--- src/rtl/tvdmc_pkg.sv ---
package tvdmc_pkg;

    localparam int PADDR_W = 3;
    localparam int EPS_W   = 16;
    localparam int NUM_W   = 62;
    localparam int DEN_W   = 33;
    localparam int QUO_W   = 33;
    localparam int CNT_W   = 6;

    localparam logic              REG_EPS_IDX = 1'b0;
    localparam logic [EPS_W-1:0]  EPS_RESET   = 16'd1;

    localparam logic [1:0] AXIS_X    = 2'd0;
    localparam logic [1:0] AXIS_Z    = 2'd2;
    localparam logic [1:0] AXIS_NONE = 2'd3;

    // accumulator clamp, +-2^60
    localparam logic signed [63:0] ACC_LIM = 64'sh1000_0000_0000_0000;

    localparam logic signed [31:0] Q_MAX_S = 32'sh7FFF_FFFF;
    localparam logic signed [31:0] Q_MIN_S = 32'sh8000_0000;

    typedef struct packed {
        logic [1:0]          axis;
        logic                flux_positive;
        logic                coupled_boundary;
        logic signed [31:0]  value_owner;
        logic signed [31:0]  value_neighbour;
        logic signed [31:0]  owner_centre;
        logic signed [31:0]  neighbour_point;
        logic signed [31:0]  face_centre;
        logic signed [31:0]  grad_owner;
        logic signed [31:0]  grad_neighbour;
    } t_in_item;

    typedef struct packed {
        logic signed [31:0]  correction;
        logic [17:0]         limiter_value;
        logic                ratio_saturated;
    } t_out_item;

    typedef struct packed {
        logic done;
        logic ovf;
    } t_div_stat;

    typedef enum logic [1:0] {
        DV_IDLE,
        DV_CHECK,
        DV_RUN,
        DV_DONE
    } t_div_state;

    typedef enum logic [3:0] {
        S_IDLE,
        S_MUL_R,
        S_ACC_R,
        S_ACC_C,
        S_DIV_SETUP,
        S_DIV_WAIT,
        S_LIMIT,
        S_MUL_HI,
        S_MUL_LO,
        S_EMIT
    } t_seq_state;

endpackage

--- src/rtl/tvdmc_div.sv ---
module tvdmc_div
    import tvdmc_pkg::*;
#(
    parameter int FRAC_BITS = 16
) (
    input  logic              i_clk,
    input  logic              i_rst_n,
    input  logic              i_start,
    input  logic [NUM_W-1:0]  i_num,
    input  logic [DEN_W-1:0]  i_den,
    output t_div_stat         o_stat,
    output logic [QUO_W-1:0]  o_quo
);

    localparam int NW = NUM_W + FRAC_BITS;

    t_div_state         r_state, n_state;
    logic [NUM_W-1:0]   r_num;
    logic [DEN_W-1:0]   r_den;
    logic [DEN_W-1:0]   r_rem;
    logic [QUO_W-1:0]   r_sh;
    logic [CNT_W-1:0]   r_cnt;
    logic               r_ovf;

    logic [NW-1:0]      w_n;
    logic [NUM_W-1:0]   w_den_sh;
    logic               w_ovf;
    logic [DEN_W:0]     w_rem_sh;
    logic [DEN_W+1:0]   w_diff;
    logic               w_qb;

    assign w_n      = {r_num, {FRAC_BITS{1'b0}}};
    assign w_den_sh = NUM_W'(r_den) << (QUO_W - FRAC_BITS);
    assign w_ovf    = (r_num >= w_den_sh);
    assign w_rem_sh = {r_rem, r_sh[QUO_W-1]};
    assign w_diff   = {1'b0, w_rem_sh} - {2'b00, r_den};
    assign w_qb     = ~w_diff[DEN_W+1];

    always_comb begin
        n_state = r_state;
        case (r_state)
            DV_IDLE:  if (i_start) n_state = DV_CHECK;
            DV_CHECK: n_state = w_ovf ? DV_DONE : DV_RUN;
            DV_RUN:   if (r_cnt == CNT_W'(1)) n_state = DV_DONE;
            DV_DONE:  n_state = DV_IDLE;
            default:  n_state = DV_IDLE;
        endcase
    end

    always_comb begin
        o_stat.done = (r_state == DV_DONE);
        o_stat.ovf  = r_ovf;
        o_quo       = r_sh;
    end

    always_ff @(posedge i_clk) begin
        if (!i_rst_n) begin
            r_state <= DV_IDLE;
            r_cnt   <= '0;
        end else begin
            r_state <= n_state;
            if (r_state == DV_CHECK) begin
                r_cnt <= CNT_W'(QUO_W);
            end else if (r_state == DV_RUN) begin
                r_cnt <= r_cnt - CNT_W'(1);
            end
        end
    end

    always_ff @(posedge i_clk) begin
        case (r_state)
            DV_IDLE: begin
                if (i_start) begin
                    r_num <= i_num;
                    r_den <= i_den;
                end
            end
            DV_CHECK: begin
                r_ovf <= w_ovf;
                r_rem <= w_n[2*QUO_W-1:QUO_W];
                r_sh  <= w_n[QUO_W-1:0];
            end
            DV_RUN: begin
                r_rem <= w_qb ? w_diff[DEN_W-1:0] : w_rem_sh[DEN_W-1:0];
                r_sh  <= {r_sh[QUO_W-2:0], w_qb};
            end
            default: begin
            end
        endcase
    end

endmodule

--- config.mk ---
export PLATFORM = sky130hd
export DESIGN_NAME = tvdmc_div
export DESIGN_NICKNAME = d
export VERILOG_FILES = /design/src/rtl/tvdmc_pkg.sv /design/src/rtl/tvdmc_div.sv
export SDC_FILE = /design/constraint.sdc
export NUM_CORES = 1
export LEC_CHECK = 0
export BUFFER_PORTS_ARGS = -buffer_cell sky130_fd_sc_hd__buf_4
export CAP_MARGIN = 20
export CORE_UTILIZATION = 52
export CTS_CLUSTER_SIZE = 14
export DETAILED_ROUTE_END_ITERATION = 6
export PLACE_DENSITY_LB_ADDON = 0.3
export SYNTH_ARGS = -nofsm -noshare
export SYNTH_HDL_FRONTEND = slang
export SYNTH_SLANG_ARGS = --single-unit
--- constraint.sdc ---
create_clock -name i_clk -period 3.2 [get_ports i_clk]
set_input_delay 0.64 -clock i_clk [delete_from_list [all_inputs] [get_ports i_clk]]
set_output_delay 0.64 -clock i_clk [all_outputs]
set_load 0.01 [all_outputs]
* After elaboration in Yosys (flattened, before gate mapping)
Index checks and enable logic that the tools add are counted.
** Word-level totals
- Input port bits :: 98
- Flip-flop bits (word level) :: 170
** Cells by class
- Multiplexer cells :: 9
- Bitwise operators :: 2
- Equal/unequal tests :: 6
- Reduce and logical (&&, ||, !) cells :: 5
- Add/sub/neg operators :: 2
- $lt $le $gt $ge :: 1
** Operator list (count)
- 33-bit case mux with 2 select lines :: 2
- 62-bit by 50-bit >= comparator with 1-bit output :: 1
- 34-bit by 33-bit subtractor with 35-bit output :: 1
- 33-bit two-way mux :: 1
- 6-bit two-way mux :: 2
- 2-bit case mux with 4 select lines :: 1
- 6-bit by 1-bit equality test with 1-bit output, second input constant :: 1
- 6-bit by 1-bit subtractor with 6-bit output, second input constant :: 1
- 2-bit equality test, second input constant :: 2
- 2-bit two-way mux :: 2
- 2-bit inequality test, second input constant :: 2
- 2-bit AND reduction :: 2
- 2-bit by 1-bit equality test with 1-bit output, second input constant :: 1
- 2-bit logical NOT :: 1
- 1-bit inverter :: 2
- 2-bit nonzero test :: 1
- 2-bit OR reduction :: 1
- 1-bit two-way mux :: 1

* Depth between registers and ports, before layout
Gate-level depths: netlist (run 1).
- Word-level depth :: 3
- Mapped depth :: 14

* Worst setup path before layout (run 1)
No wires, ideal clock.
- Kind :: input port to flip-flop
- Start point :: in i_start
- End point :: reg r_den[0] (enable)
- Slack :: -0.093 ns
- Stages :: 1
- Required time :: 2.736 ns
- Library setup time :: 0.464 ns
- Data arrival time :: 2.829 ns
- Buffers on the path :: 0
- Path through :: and2_1
** Between the ends
- Cells in the longest elaborated chain, start to end :: 1
** Ends and longest elaborated chain
- start: declaration :: RTL line tvdmc_div.sv:8 : input logic i_start,
- 2-bit AND reduction (no line)
- end signal: assignment :: RTL line tvdmc_div.sv:75 : r_den <= i_den;
- end: declaration :: RTL line tvdmc_div.sv:19 : logic [DEN_W-1:0] r_den;
No other way between the ends.
A chain may end at the register's enable or synchronous reset.

* Worst setup path in the final report (run 1)
- Start point :: reg r_den[1]
- End point :: reg r_rem[31] (data pin)
** Between the ends
- Cells in the longest elaborated chain, start to end :: 3
** Ends and longest elaborated chain
- 34-bit by 33-bit subtractor with 35-bit output :: RTL line tvdmc_div.sv:36 : assign w_diff = {1'b0, w_rem_sh} - {2'b00, r_den};
- 33-bit two-way mux :: RTL line tvdmc_div.sv:84 : r_rem <= w_qb ? w_diff[DEN_W-1:0] : w_rem_sh[DEN_W-1:0];
- 33-bit case mux with 2 select lines :: RTL line tvdmc_div.sv:71 : case (r_state)
- end signal: assignment :: RTL line tvdmc_div.sv:80 : r_rem <= w_n[2*QUO_W-1:QUO_W];
- end signal: assignment :: RTL line tvdmc_div.sv:84
- end: declaration :: RTL line tvdmc_div.sv:20 : logic [DEN_W-1:0] r_rem;
No other way between the ends.

==> impl_metrics.json, run 1 <==
{
  "path_max_fanout": 3,
  "setup_tns_ps": 0,
  "ys_types": 65,
  "postRouteAntennaNets": 0,
  "cts.sinks": 170,
  "root_buffer": "clkbuf_16",
  "core_area_mm2": 0.0167,
  "dieArea_mm2": 0.0177,
  "num-fill-cells": 1342,
  "syn_to_final_growth_pct": 21.4,
  "cp.arrival_ps": 3270,
  "slowest_stage": "edfxtp_1",
  "syn-cell-area_mm2": 0.00894,
  "wl_um": 19400,
  "status": "completed",
  "crit_type": "flip-flop to flip-flop",
  "drive_gt1_share_pct": 23.1,
  "io_pins": 133,
  "timing.final.ws_setup_ps": 112,
  "worstPathCellList": "inv_1, ha_1, nor2b_1, o2111a_1, o31ai_2, and2_1, o2111ai_1, a31o_2, a221oi_2, mux2i_1, nand2_1",
  "track_usage_pct": 22.6,
  "vdd_drop_max_uv": 506,
  "drc": 0,
  "critPathLaunchType": "flip-flop",
  "fin_crit_ps": 3090,
  "crit_path_max_incr_delay_ps": 360,
  "ys_warn_count": 0,
  "clockBufferDepth": 2,
  "drt_iter0_drc": 381,
  "pre_cts_slack_ps": -16.2,
  "synth_flop_cell": "edfxtp_1",
  "rows": 47,
  "endpoint_kind": "flip-flop",
  "hp-class": "input port to flip-flop",
  "antenna_cells": 0,
  "syn_area_per_cell_um2": 11.8,
  "vias": 6377,
  "dr.pass1.iters": 5,
  "synthCells": 758,
  "dp_hpwl_um": 13800,
  "fin_nets": 1072,
  "overflow": 0,
  "fp.dieW_um": 133,
  "cts.clk_slew.worst_paths_ps": 70,
  "worstPathRequired_ps": 3380,
  "grt_pass1_vias": 6205,
  "pwr_density_cell_mw_per_mm2": 1000,
  "ctsHtreeMaxLevel": 4,
  "routabilityCongestion": 0.915,
  "drv_slew": 0,
  "antenna_found_initial": 0,
  "clock.fmax_mhz": 324,
  "period_share_pct": 96.5,
  "initial_core_util_pct": 53.5,
  "yosysSeqAreaShare_pct": 56.2,
  "seq_area_mm2": 0.00502,
  "synth-edff-count": 162,
  "setup_violations": 0,
  "maxCapViolCount": 0,
  "cts-buffers-inserted": 17,
  "die_h_um": 133,
  "routedWlPerCell_um": 17.1,
  "avgViaCountPerCell": 5.63,
  "clk-insertion-delay-late_ps": 440,
  "slew_headroom_pct": 55.4,
  "grt_max_degree": 96,
  "cts_tree": "done",
  "hold_viol_final": 0,
  "synth.net_count": 930,
  "grt_first_pass_wirelength_um": 31000,
  "finClkSkew_ps": 11.8,
  "worst_slew_pin_slew_ps": 669,
  "synthArstFlopShare_pct": 0,
  "p_total_mw": 10.9,
  "p_leak_nw": 4.46,
  "synth_seq_cells": 170,
  "multi_input_area_mm2": 0.00366,
  "numPortBuffers": 132
}
==> where the power goes <==
group / total, mW / switching [mW] / leakage [nW] / internal (mW)
clock: 2.00 / 0.912 / 0.274 / 1.09
combinational: 5.08 / 2.95 / 2.57 / 2.13
sequential: 3.81 / 0.379 / 1.61 / 3.43
total: 10.9 / 4.24 / 4.46 / 6.65
==> Yosys cell counts (all sizes together) (2+ instances only) <==
cell | count | area [µm²]
o211ai | 4 | 30.0
ha | 73 | 913
nand2 | 69 | 262
clkbuf | 14 | 53.8
xor2 | 6 | 52.6
mux2i | 7 | 70.1
a31oi | 21 | 146
o22ai | 2 | 12.5
inv | 51 | 191
and3 | 8 | 50.1
buf | 7 | 50.1
nor3 | 13 | 65.1
nor4 | 7 | 43.8
a21oi | 64 | 324
and2 | 20 | 128
edfxtp | 162 | 4860
a41o | 2 | 20.0
or2 | 2 | 12.5
nor2b | 6 | 37.5
or3 | 4 | 25.0
o21bai | 7 | 56.3
nor2 | 53 | 199
a311oi | 3 | 32.5
nor4b | 2 | 17.5
dfxtp | 8 | 160
xnor2 | 23 | 201
a211oi | 7 | 57.6
mux2 | 19 | 214
nand4 | 10 | 62.6
a21o | 18 | 135
o21ai | 32 | 160
or4 | 2 | 15.0
nand2b | 4 | 25.0
o21a | 4 | 30.0
o31ai | 3 | 36.3
nand3 | 4 | 20.0
==> routing by layer <==
metal / GRT usage [%] / part of all wire (%)
met1: 30.4 / 46
met2: 36.0 / 46
met3: 5.63 / 6.6
met4: 7.58 / 1.4
met5: 0 / 0
==> final timing paths <==
check | startpoint | endpoint | slack, ps | cells past startpoint
min | i_num[45] | r_num[45] | 380 | 1
max reg2reg | r_den[1] | r_rem[31] | 110 | 11
max | r_den[1] | r_rem[31] | 110 | 11
min reg2reg | r_cnt[5] | r_cnt[5] | 500 | 2
==> flip-flops by register name, summed over array words and instances, names as in the netlist <==
register  count
r_rem        33
r_cnt         6
r_den        33
r_num        62
r_state       2
o_quo        33
r_ovf         1
==> worst max-delay path: cells and delay by family (launching register included) <==
family | cells | cell delay (ps)
buffers and inverters | 1 | 160
AOI/OAI and AO/OA | 5 | 1410
and+or+nand+nor | 3 | 440
adders and majority gates | 1 | 250
DFF | 1 | 360
muxes | 1 | 220
==> cell usage in the layout (no fill, tap or decap), types with 19 or more instances in the layout <==
cell type  Yosys  final
a21oi_1       63     62
xnor2_1       23     23
a31oi_1       20     20
nor2_1        53     53
o21ai_0       26     26
buf_4          1    140
inv_1         51     51
nand2_1       68     68
mux2_2        19     19
edfxtp_1     162    162
ha_1          73     71
==> metrics by stage <==
stage | hold WS [ps] | instance area (µm²) | utilization, % | std cells
6_report | 376 | 10900 | 65.0 | 1132
5_1_grt | 357 | 10900 | 65.0 | 1132
4_1_cts | 360 | 10800 | 64.9 | 1131
3_5_place_dp | 485 | 10300 | 61.4 | 1100
3_3_place_gp | 473 | 10300 | 61.4 | 1100
2_1_floorplan | 457 | 8940 | - | 758
==> cells by family (layout without fill, tap and decap cells) <==
| group | after synthesis | in the layout | synth area share [%] |
|---|---|---|---|
| buf+inv | 73 | 227 | 3.34 |
| simple gates | 206 | 206 | 10.9 |
| flops | 170 | 170 | 56.2 |
| compound gates | 180 | 180 | 13.1 |
| mux | 26 | 26 | 3.18 |
| xor+xnor | 29 | 29 | 2.84 |
| fa+ha+maj | 74 | 74 | 10.4 |
==> final cells by class <==
type | count | share of cell area [%]
clock inverters | 13 | 1.28
flip-flops and latches | 170 | 46.3
clock buffers | 18 | 3.95
multi-input cells | 515 | 33.7
well taps | 220 | 2.54
inverters | 52 | 1.80
repair buffers | 144 | 10.4
==> what timing repair did <==
action / CTS / global route
hold endpoints to repair: 0 / 0
buffers inserted: 0 / 1
setup endpoints to repair: 8 / 21
hold buffers: 0 / 0
gates resized for setup: 2 / 3
pin swaps: 0 / 2
Note: power is estimated with default switching activity, not from simulation.
==> run 2, diff against run 1 <==
--- a/config.mk
+++ b/config.mk
@@ -11,6 +11,8 @@
 export CTS_CLUSTER_SIZE = 14
 export DETAILED_ROUTE_END_ITERATION = 6
 export PLACE_DENSITY_LB_ADDON = 0.3
+export REMOVE_ABC_BUFFERS = 1
 export SYNTH_ARGS = -nofsm -noshare
 export SYNTH_HDL_FRONTEND = slang
 export SYNTH_SLANG_ARGS = --single-unit
+export TNS_END_PERCENT = 30
==> constraint.sdc (replaced) <==
create_clock -name i_clk -period 2.6 [get_ports i_clk]
set_input_delay 0.52 -clock i_clk [delete_from_list [all_inputs] [get_ports i_clk]]
set_output_delay 0.52 -clock i_clk [all_outputs]
set_load 0.01 [all_outputs]
==> run 2 against run 1 <==
  * Critical endpoint is now r_rem[11]
  * Cell count up 10%
  * Sequential share of layout area down 3.6 points
  * First-iteration DRC count up 27%
  * Critical path type unchanged
  * Die area unchanged
  * Combinational power up 50%
  * The flow now finishes with violations (negative setup slack)
  * Critical path depth up 2
==> impl_metrics.json, run 2 (synthesis results as in run 1) <==
{
  "fin_nets": 1187,
  "largest_reg_flops": 62,
  "maxCapViolCount": 0,
  "die_h_um": 133,
  "path_max_fanout": 6,
  "mostFrequentLayoutCells": "253 x buf_4, 162 x edfxtp_1, 69 x ha_1",
  "dieArea_mm2": 0.0177,
  "clockBufferDepth": 2,
  "setup_tns_ps": -8750,
  "ctsHtreeMaxLevel": 4,
  "antenna_cells": 0,
  "vias": 6800,
  "grt_max_degree": 52,
  "core_area_mm2": 0.0167,
  "drive_gt1_share_pct": 33.5,
  "wl_um": 21000,
  "grt_first_pass_wirelength_um": 34200,
  "p_leak_nw": 5.02,
  "status": "finished, violations left",
  "rows": 47,
  "slew_headroom_pct": 59.7,
  "crit_type": "flip-flop to flip-flop",
  "avgViaCountPerCell": 5.45,
  "cts.clk_slew.worst_paths_ps": 70,
  "drv_slew": 0,
  "cts_tree": "done",
  "grt_pass1_vias": 6885,
  "setup_violations": 36,
  "dp_hpwl_um": 15100,
  "dpl_cell_area_mm2": 0.0110,
  "cts.sinks": 170,
  "routabilityCongestion": 0.916,
  "finClkSkew_ps": 8.73,
  "pre_cts_slack_ps": -505,
  "clk-insertion-delay-late_ps": 440,
  "final_util_pct": 70.5,
  "root_buffer": "clkbuf_16",
  "largest_register": "r_num",
  "rsz0062_at_grt": "true",
  "worst_slew_pin_slew_ps": 605,
  "period_share_pct": 112,
  "antenna_found_initial": 0,
  "drc": 0,
  "worstPathRequired_ps": 2880,
  "cts-buffers-inserted": 17,
  "initial_core_util_pct": 53.5,
  "fp.dieW_um": 133,
  "hp-class": "input port to flip-flop",
  "critPathLaunchType": "flip-flop",
  "hold_slack_ps": 248,
  "drt_iter0_drc": 484,
  "fin_area_mm2": 0.0118,
  "cp.arrival_ps": 3190,
  "numPortBuffers": 132,
  "track_usage_pct": 25.0,
  "endpoint_kind": "flip-flop",
  "routedWlPerCell_um": 16.8,
  "vdd_drop_max_uv": 766,
  "clock.fmax_mhz": 344,
  "io_pins": 133,
  "postRouteAntennaNets": 0,
  "hold_viol_final": 0,
  "fin_crit_ps": 2910,
  "pwr_density_cell_mw_per_mm2": 1250,
  "violations": "negative setup slack",
  "overflow": 0,
  "dr.pass1.iters": 5,
  "syn_to_final_growth_pct": 31.7,
  "layout.cells.most_common": "buf_4",
  "timing.final.ws_setup_ps": -307
}
[run 2: repair_timing]
action | in CTS | in global routing
endpoints found under the setup margin | 36 | 36
pin swaps | 11 | 10
hold buffers | 0 | 0
resized for setup | 16 | 11
cloned | 1 | 0
buffers inserted | 8 | 2
[run 2: path summary, 6_finish.rpt]
path / startpoint / to / slack (ps) / cells past startpoint
hold / removal: i_num[2] / r_num[2] / 250 / 1
setup / recovery: o_quo[32] / r_rem[11] / -310 / 13
hold reg to reg: r_cnt[5] / r_cnt[5] / 500 / 2
setup reg to reg: o_quo[32] / r_rem[11] / -310 / 13
[run 2: worst max-delay path: stages (launching register included)]
cell and delay, ps:
edfxtp_1 380, inv_1 80, ha_2 180, inv_2 40
fa_2 340, a211oi_2 230, o21bai_2 120, a311oi_4 340
o31ai_4 140, a31oi_4 200, and2_2 300, buf_4 170
nand2_1 60, a31oi_1 170
[run 2: layout make-up]
type / instances / area (µm²)
multi-input combinational: 516 / 3750
clock buffer: 18 / 429
fill: 1257 / 4920
timing repair buffer: 258 / 1970
sequential: 170 / 5020
clock inverter: 14 / 126
tap: 220 / 275
inverter: 52 / 195
[run 2: routing by layer]
| metal | vias up | wire (µm) | GRT usage [%] |
|---|---|---|---|
| met5 | - | 0 | 0 |
| met4 | 0 | 233 | 6.06 |
| met3 | 23 | 1830 | 7.88 |
| met2 | 233 | 9730 | 39.4 |
| met1 | 3205 | 9210 | 33.6 |
| li1 | 3339 | - | - |
[run 2: power breakdown]
group	internal [mW]	leakage [nW]	total, mW	switching (mW)
sequential	4.23	1.61	4.67	0.450
combinational	3.60	3.14	7.62	4.02
clock	1.27	0.278	2.45	1.18
[run 2: per-stage QoR]
| step | std cells | power [mW] |
|---|---|---|
| 3_5_place_dp | 1206 | 11.9 |
| 5_1_grt | 1248 | 15.7 |
| 4_1_cts | 1247 | 14.7 |
| 2_1_floorplan | 737 | 10.0 |
| 3_3_place_gp | 1206 | 11.8 |
| 6_report | 1248 | 14.7 |
